===== config.mk =====
export PLATFORM = sky130hd
export DESIGN_NAME = gtm_cell
export DESIGN_NICKNAME = d
export VERILOG_FILES = /design/src/gtm_pkg.sv /design/src/gtm_cell.sv
export SDC_FILE = /design/constraint.sdc
export NUM_CORES = 1
export LEC_CHECK = 0
export BUFFER_PORTS_ARGS = -buffer_cell sky130_fd_sc_hd__buf_2
export CAP_MARGIN = 0
export CORE_MARGIN = 2
export CORE_UTILIZATION = 38
export DETAILED_ROUTE_END_ITERATION = 16
export PLACE_DENSITY = 0.77
export SLEW_MARGIN = 10
export SYNTH_ARGS = -nofsm -noshare
export SYNTH_HDL_FRONTEND = slang
export SYNTH_SLANG_ARGS = --single-unit

===== constraint.sdc =====
create_clock -name clk -period 0.8 [get_ports clk]
set_clock_uncertainty 0.15 [all_clocks]
set_input_delay 0.04 -clock clk [delete_from_list [all_inputs] [get_ports clk]]
set_output_delay 0.04 -clock clk [all_outputs]
set_load 0.01 [all_outputs]

===== src/gtm_pkg.sv =====
// Shared types and constants for the gradient threshold mask block.
// No dependencies; imported by every module of the block.
package gtm_pkg;

  // Field and port widths
  localparam int PIX_W    = 8;
  localparam int G2_W     = 17;
  localparam int THR_W    = 17;
  localparam int TSQ_W    = 2 * THR_W;
  localparam int IMG_W_W  = 11;
  localparam int IMG_H_W  = 13;
  localparam int ROW_W    = 12;
  localparam int ADDR_W   = 4;
  localparam int APB_W    = 32;
  localparam int OUT_W    = 32;

  // Defaults and limits
  localparam int MAX_WIDTH_DEF = 1024;
  localparam int FIFO_DEPTH    = 8;
  localparam int NUM_CELLS     = 2;
  localparam int MIN_DIM       = 3;
  localparam int MAX_HEIGHT    = 4096;

  localparam logic [IMG_W_W-1:0] WIDTH_RST  = 11'd640;
  localparam logic [IMG_H_W-1:0] HEIGHT_RST = 13'd480;
  localparam logic [THR_W-1:0]   THR_RST    = 17'd5;

  localparam logic [PIX_W-1:0] MASK_ON  = 8'd255;
  localparam logic [PIX_W-1:0] MASK_OFF = 8'd0;

  // Register indexes (byte address bits [3:2])
  typedef enum logic [1:0] {
    REG_WIDTH  = 2'd0,
    REG_HEIGHT = 2'd1,
    REG_THRESH = 2'd2,
    REG_SPARE  = 2'd3
  } reg_idx_t;

  // One window column: rows above, center and below
  typedef struct packed {
    logic [PIX_W-1:0] top;
    logic [PIX_W-1:0] mid;
    logic [PIX_W-1:0] bot;
  } column_t;

  // Per-request control carried down the pipeline
  typedef struct packed {
    logic r0_valid;   // request yields a first result
    logic interior;   // first result uses the computed gradient
    logic eof;        // first result closes the frame
    logic two;        // request yields a second, right-border result
  } item_ctl_t;

  // Queue entry: the results of one request
  typedef struct packed {
    logic            low;
    logic [G2_W-1:0] g2;
    logic            eof;
    logic            two;
  } entry_t;

  // One result on the master side
  typedef struct packed {
    logic [PIX_W-1:0] mask;
    logic [G2_W-1:0]  g2;
    logic             last;
    logic             eof;
  } result_t;

endpackage


===== src/gtm_cell.sv =====
// Window cell: holds one pixel column and passes it to the next cell.
// Depends on gtm_pkg for the column type.
module gtm_cell (
  input  logic             clk,
  input  logic             shift,
  input  gtm_pkg::column_t col_in,
  output gtm_pkg::column_t col_out
);
  import gtm_pkg::*;

  // Take the neighbor's column on every pixel
  always_ff @(posedge clk) begin
    if (shift) begin
      col_out <= col_in;
    end
  end

endmodule


==> metrics.yaml <==
num_io_pins: 50
slowest_stage: "edfxtp_1"
port_buffers: 49
yosys_warnings: 0
syn2layout_area_growth_pct: 79.2
start_util_pct: 40.9
netlist.area_leader.share_pct: 100
fmax_mhz: 953
syn-num-nets: 50
die_area_um2: 2260
die_h_um: 47.6
cts_hold_buf: 24
crit_path_end_kind: "output port"
grt_pass1_wl_um: 2170
num-multi-input-gates: 0
p_leak_nw: 0.557
crit_type: "flop to output port"
min_path_type: "primary input to flop"
clockBufferDepth: 2
cts_sinks: 24
cts-htree-levels: 1
cellPowerDensity_nw_per_um2: 1820
grt_overflow_total: 0
top_regs: "col_out: 24 flops"
fin_ws_ns: -0.250
synth.cell_area_um2: 721
crit_fanout: 1
setup_violations: 24
cts-buffers-inserted: 3
synth_top_area_cell: "edfxtp_1"
top_register: "col_out"
drtIter0Drc: 3
seq_area_frac_synth_pct: 100
largest_reg_flops: 24
drive_above_1_share_pct: 52.4
wirelength_um: 1540
grt_antenna_before_repair: 0
root_buffer: "clkbuf_4"
utilization_pct: 73.2
cts_resized: 0
vias_per_cell: 4.15
row_count: 15
critPathMaxStageDelay_ns: 0.41
synth.avg_cell_area_um2: 30.0
core-area_um2: 1760
status: "finished, violations left"
final_max_slew_viol_count: 0
cts_tree: "built"
power_frac_comb_pct: 14.0
wl_per_cell_um: 12.0
rsz0062_at_grt: "true"
route.vias.total: 531
first_pass_iters: 2
max_cap_violations: 0
final_area_um2: 1290
fin_crit_ns: 1.05
gp_congestion: 0.628
p_sw_share_pct: 20.7
worst_hold_slack_ns: -0.0153
num-nets-final: 130
start_kind: "flop"
place_area_um2: 1020
arrival_ns: 0.86
clockPowerShare_pct: 21.6
grt_pass1_vias: 526
critPathBufInv: 1
final_hold_viol_count: 24
grt_max_degree: 19
antenna_left: 0
violations: "hold timing, setup timing"
synth_cell_types: 1
maxSlewHeadroom_pct: 91.9
critPathTopFamily: "flip-flops"
critPathRequiredTime_ns: 0.61
seqPwrFrac_pct: 64.4
die_x_um: 47.6
peakVddDrop_mv: 1.22
multiInputGateArea_um2: 0
synth_cells: 24
antenna_cells: 0
max_slew.worst_pin.slew_ns: 0.122
synth_area_leaders: "edfxtp_1"
period_share_pct: 131
ys_seq_elements: 24
path_cells: "buf_2"
switching_power_mw: 0.488
p_int_mw: 1.87
dp_slack_ns: 0.0399
clk_pin_slew_ns: 0.12
route.detailed.drc: 0
grt_use_total_pct: 14.4
power by group through the flow:
stage | clock network (mW) | registers (mW) | logic, mW
3_3_place_gp | 0 | 1.54 | 0.237
3_5_place_dp | 0 | 1.54 | 0.239
6_report | 0.509 | 1.51 | 0.330
5_1_grt | 0.583 | 1.53 | 0.362
2_1_floorplan | 0 | 1.60 | 0
4_1_cts | 0.512 | 1.52 | 0.329
kinds of logic after synthesis:
| logic type | after synthesis | share of synthesized area (%) |
|---|---|---|
| DFF | 24 | 100 |
cell type report:
class,instances,area (um^2)
clock buffers,3,22.5
clock inverters,1,3.75
fillers,137,473
flip-flops and latches,24,721
well taps,25,31.3
repair buffers,75,513
metal layers:
layer | up-vias | global-route usage, % | routed length [um]
li1 | 255 | - | -
met1 | 236 | 15.4 | 539
met2 | 36 | 27.3 | 835
met3 | 4 | 2.64 | 118
met4 | 0 | 6.49 | 49
met5 | - | 0 | 0
repair_timing:
item	4_1_cts	5_1_grt
hold endpoints to repair	48	24
setup buffers	0	0
endpoints found under the setup margin	24	24
pin swaps	0	0
layout by cell type (no fill, tap or decap):
cell type,Yosys,final
clkbuf_4,0,3
edfxtp_1,24,24
buf_12,0,1
clkinv_1,0,1
buf_4,0,1
buf_2,0,49
dlygate4sd3_1,0,24
through the flow:
stage / power, mW / cells / hold slack [ns] / TNS (ns)
3_5_place_dp: 1.78 / 100 / 0.0681 / 0
5_1_grt: 2.47 / 128 / -0.0289 / -6.42
2_1_floorplan: 1.60 / 24 / -0.0111 / 0
6_report: 2.35 / 128 / -0.0153 / -5.14
3_3_place_gp: 1.78 / 100 / 0.0685 / 0
4_1_cts: 2.36 / 128 / -0.0351 / -5.30
Yosys cell counts:
cell type	n
edfxtp_1	24
final timing paths:
check | start | to | slack [ns] | cells after the start
setup / recovery | col_out[18]$_DFFE_PP_ | col_out[18] | -0.25 | 1
hold / removal | shift | col_out[10]$_DFFE_PP_ | -0.02 | 2
No activity file was read; power rests on OpenSTA's default activity.
