`src/gtm_pkg.sv`:
```
// Shared types and constants for the gradient threshold mask block.
// No dependencies; imported by every module of the block.
package gtm_pkg;

  // Field and port widths
  localparam int PIX_W    = 8;
  localparam int G2_W     = 17;
  localparam int THR_W    = 17;
  localparam int TSQ_W    = 2 * THR_W;
  localparam int IMG_W_W  = 11;
  localparam int IMG_H_W  = 13;
  localparam int ROW_W    = 12;
  localparam int ADDR_W   = 4;
  localparam int APB_W    = 32;
  localparam int OUT_W    = 32;

  // Defaults and limits
  localparam int MAX_WIDTH_DEF = 1024;
  localparam int FIFO_DEPTH    = 8;
  localparam int NUM_CELLS     = 2;
  localparam int MIN_DIM       = 3;
  localparam int MAX_HEIGHT    = 4096;

  localparam logic [IMG_W_W-1:0] WIDTH_RST  = 11'd640;
  localparam logic [IMG_H_W-1:0] HEIGHT_RST = 13'd480;
  localparam logic [THR_W-1:0]   THR_RST    = 17'd5;

  localparam logic [PIX_W-1:0] MASK_ON  = 8'd255;
  localparam logic [PIX_W-1:0] MASK_OFF = 8'd0;

  // Register indexes (byte address bits [3:2])
  typedef enum logic [1:0] {
    REG_WIDTH  = 2'd0,
    REG_HEIGHT = 2'd1,
    REG_THRESH = 2'd2,
    REG_SPARE  = 2'd3
  } reg_idx_t;

  // One window column: rows above, center and below
  typedef struct packed {
    logic [PIX_W-1:0] top;
    logic [PIX_W-1:0] mid;
    logic [PIX_W-1:0] bot;
  } column_t;

  // Per-request control carried down the pipeline
  typedef struct packed {
    logic r0_valid;   // request yields a first result
    logic interior;   // first result uses the computed gradient
    logic eof;        // first result closes the frame
    logic two;        // request yields a second, right-border result
  } item_ctl_t;

  // Queue entry: the results of one request
  typedef struct packed {
    logic            low;
    logic [G2_W-1:0] g2;
    logic            eof;
    logic            two;
  } entry_t;

  // One result on the master side
  typedef struct packed {
    logic [PIX_W-1:0] mask;
    logic [G2_W-1:0]  g2;
    logic             last;
    logic             eof;
  } result_t;

endpackage

```
`src/gtm_result_fifo.sv`:
```
// Result queue: one entry per request, split into one or two results.
// Depends on gtm_pkg for entry and result types.
module gtm_result_fifo #(
  parameter int DEPTH = gtm_pkg::FIFO_DEPTH,
  parameter int LW    = $clog2(DEPTH + 1)
) (
  input  logic              clk,
  input  logic              rst,
  input  logic              push,
  input  gtm_pkg::entry_t   push_entry,
  output logic [LW-1:0]     level,
  output logic              out_valid,
  input  logic              out_ready,
  output gtm_pkg::result_t  out_result
);
  import gtm_pkg::*;

  localparam int AW = $clog2(DEPTH);

  entry_t        mem [DEPTH];
  logic [AW-1:0] wptr;
  logic [AW-1:0] rptr;
  logic          sub;
  entry_t        head;
  logic          out_take;
  logic          pop;

  assign head      = mem[rptr];
  assign out_valid = (level != '0);
  assign out_take  = out_valid & out_ready;
  assign pop       = out_take & (sub | ~head.two);

  // Storage
  always_ff @(posedge clk) begin
    if (push) begin
      mem[wptr] <= push_entry;
    end
  end

  // Pointers, fill level and result index within the head entry
  always_ff @(posedge clk) begin
    if (rst) begin
      wptr  <= '0;
      rptr  <= '0;
      level <= '0;
      sub   <= 1'b0;
    end else begin
      if (push) begin
        wptr <= wptr + 1'b1;
      end
      if (pop) begin
        rptr <= rptr + 1'b1;
      end
      level <= level + LW'(push) - LW'(pop);
      if (out_take) begin
        sub <= ~pop;
      end
    end
  end

  // Second result of a request is the zero-gradient right border
  always_comb begin
    if (sub) begin
      out_result.mask = MASK_ON;
      out_result.g2   = '0;
      out_result.last = 1'b1;
      out_result.eof  = 1'b0;
    end else begin
      out_result.mask = head.low ? MASK_ON : MASK_OFF;
      out_result.g2   = head.g2;
      out_result.last = ~head.two;
      out_result.eof  = head.eof;
    end
  end

endmodule

```
`config.mk`:
```
export PLATFORM = sky130hd
export DESIGN_NAME = gtm_result_fifo
export DESIGN_NICKNAME = d
export VERILOG_FILES = /design/src/gtm_pkg.sv /design/src/gtm_result_fifo.sv
export SDC_FILE = /design/constraint.sdc
export NUM_CORES = 1
export LEC_CHECK = 0
export ABC_AREA = 1
export BUFFER_PORTS_ARGS = -buffer_cell sky130_fd_sc_hd__buf_2
export CAP_MARGIN = 20
export CORE_AREA = 3 3 113 115
export DETAILED_ROUTE_END_ITERATION = 6
export DIE_AREA = 0 0 116 118
export PLACE_DENSITY = 0.78
export SLEW_MARGIN = 10
export SYNTH_ARGS = -nofsm -noshare
export SYNTH_HDL_FRONTEND = slang
export SYNTH_SLANG_ARGS = --single-unit
```
`constraint.sdc`:
```
create_clock -name clk -period 2.83 [get_ports clk]
set_clock_uncertainty 0.1 [all_clocks]
set_input_delay 0.1415 -clock clk [delete_from_list [all_inputs] [get_ports clk]]
set_output_delay 0.1415 -clock clk [all_outputs]
set_load 0.01 [all_outputs]
```
==> flow_summary.ini <==
[status]
outcome = completed

[route]
drt-initial-drc-count = 473
antenna_left = 0
drc = 0
viasPerCell = 5.69
drt-total-wl_mm = 14.9
routedWlPerCell_um = 18.6
drt_first_pass_iters = 5
vias = 4556

[worst_setup_path]
cp_common_cell = nor2_1
reg2reg_slack_ns = 0.30
r2r-end = level[0]
worst_path_max_delay_cell = buf_4
slowest_delay_ns = 0.52
reg2reg_depth = 14
worstSetupPathType = reg -> out
cp-start-kind = register
critPathArrivalTime_ns = 2.33
path_cells = inv_4 > buf_4 > nor2_1 > o22ai_1 > o21ai_0 > nor2_1 > buf_2
crit_path_end = out_result[16]
crit_path_max_fanout = 54
worstSetupEndpointType = output port
cp.required_ns = 2.59

[grt]
grt.total_usage = 0.229
grt_pass1_vias = 4562
antenna_found_initial = 0
grt_pass1_wl_mm = 23.3
gr-total-overflow = 0
grt_max_degree = 63

[die]
die_x_um = 116
pin_count = 56
rows = 40
initial_core_util = 0.585
fp.coreArea_mm2 = 0.0119
die_h_um = 118
dieArea_mm2 = 0.0137

[clocking]
clk_latency_ns = 0.43
cts_tree = yes
clk_pin_slew_worst_paths_ns = 0.06
cts_buffers = 17
clock_path_buffers = 2
htreeDepth = 4
cts_setup_buffers = 0
clock-sinks = 174
cts-root-buf = clkbuf_16

[place]
placed_area_mm2 = 0.00740
place_inst = 746
gp_congestion = 0.807
portBuffers = 55
post-dp-hpwl_mm = 8.51

[logic_synthesis]
synth_top_area_frac = 0.690
syn_inst = 561
ys_top_cells_by_area = edfxtp_1 69%, nor2_1 6.7%, o21ai_0 5.7%, dfxtp_1 4.0%, o22ai_1 3.2%
yosysWarnings = 0
avgSynthCellArea_um2 = 12.4
ys_ff_latch = 174
synth-seq-area-share = 0.730
synth.largest_area_cell = edfxtp_1
syn_nets = 593
synth_cell_types = 23
syn-cell-area_mm2 = 0.00697

[sta]
period_minus_slack_ns = 2.57
slew-limit-headroom = 0.587
worstMarginPinSlew_ns = 0.620
finalCritPeriodShare = 0.909
finalHoldViolations = 0
rsz0062_at_grt = false
setup_viol = 0
max_freq_mhz = 389
drv_slew = 0
finalSetupTns_ns = 0

[min_path]
hp-class = in -> reg

[power_and_ir_drop]
p_per_area_mw_per_mm2 = 881
leakage_nw = 2.99
vdd_drop_max_v = 0.000732

[finish]
fin_nets = 673
stdcell_area_mm2 = 0.00818
area_delta_synth_final_pct = 17.4
drive_gt1_frac = 0.188
antenna_cells = 0
utilization = 0.687
finalNonFillerCells = 801

[run]
cap_violations = 0
## logic make-up (layout without fill, tap and decap cells)
logic type	Yosys count	after routing	synth area share
AO/OA/AOI/OAI	142	142	0.108
adder cells (fa/ha/maj)	8	8	0.0154
AND/OR/NAND/NOR	169	169	0.0979
flip-flops	174	174	0.730
XOR/XNOR	1	1	0.00126
buffers and inverters	67	160	0.0472
## synthesized netlist by cell type (all sizes together)
master / n
a21oi: 10
edfxtp: 160
nor2: 125
xor2: 1
buf: 19
nand2: 27
fa: 1
ha: 7
o21ai: 96
dfxtp: 14
nand3: 16
clkbuf: 19
inv: 29
or2: 1
o22ai: 36
## timing repair
item / CTS / global route
hold endpoints to repair: 166 / 0
gates resized for setup: 0 / 0
hold buffers: 23 / 0
## through the flow
step / hold slack [ns] / setup WS, ns / power (W)
2_1_floorplan: 0.108 / 0.533 / 0.00448
3_3_place_gp: 0.265 / 0.501 / 0.00496
3_5_place_dp: 0.276 / 0.393 / 0.00505
4_1_cts: 0.0655 / 0.267 / 0.00723
5_1_grt: 0.117 / 0.0988 / 0.00761
6_report: 0.0789 / 0.257 / 0.00720
## cell usage in the layout, fill, tap and decap left out, drive strengths merged
cell type and n:
edfxtp 160, nand2 27, fa 1, or2 1
nand3 16, clkbuf 17, bufinv 1, o21ai 96
nor2 125, a21oi 10, ha 7, clkinv 8
dlygate4sd3 23, xor2 1, o22ai 36, inv 32
dfxtp 14, clkinvlp 3, buf 76
## registers in the layout, summed over array words and instances (netlist names), named ones only
signal,cells
rptr,3
mem,160
sub,1
level,4
wptr,3
## critical path: cells and delay by family, from the launching register on
kind	cells	cell delay, ns
and+or+nand+nor	2	0.25
DFF	1	0.36
AOI/OAI and AO/OA	2	0.38
buffers and inverters	3	0.87
## report_power, final
part	switching, W	internal [W]	total, W
Sequential	0.0000607	0.00291	0.00298
Combinational	0.00133	0.000741	0.00208
Clock	0.000949	0.00120	0.00215
Total	0.00234	0.00486	0.00720
## area by class of cell
| type | instances | area (µm²) |
|---|---|---|
| Clock buffer | 17 | 425 |
| Sequential cell | 174 | 5090 |
| Tap cell | 147 | 184 |
| Fill cell | 815 | 3730 |
| Clock inverter | 15 | 121 |
| Timing Repair Buffer | 99 | 676 |
| Multi-Input combinational cell | 320 | 1570 |
| Inverter | 29 | 111 |
## layer usage
layer | vias up | wire (µm) | GRT usage
met5 | - | 0 | 0
met4 | 0 | 268 | 0.0827
met3 | 30 | 889 | 0.0586
met2 | 176 | 7740 | 0.387
met1 | 2188 | 5990 | 0.284
li1 | 2162 | - | -
## how the worst min path moves through the flow
| stage | startpoint | end | slack (ns) | cells after the start |
|---|---|---|---|---|
| after detailed placement | rst | level[0] | 0.28 | 2 |
| after CTS | out_ready | register | 0.07 | 5 |
| after global routing | out_ready | rptr[2] | 0.12 | 5 |
| after floorplan | rst | level[1] | 0.11 | 1 |
| final | out_ready | rptr[2] | 0.08 | 5 |
| after global placement | rst | level[1] | 0.27 | 2 |
No activity file was read; power rests on OpenSTA's default activity.
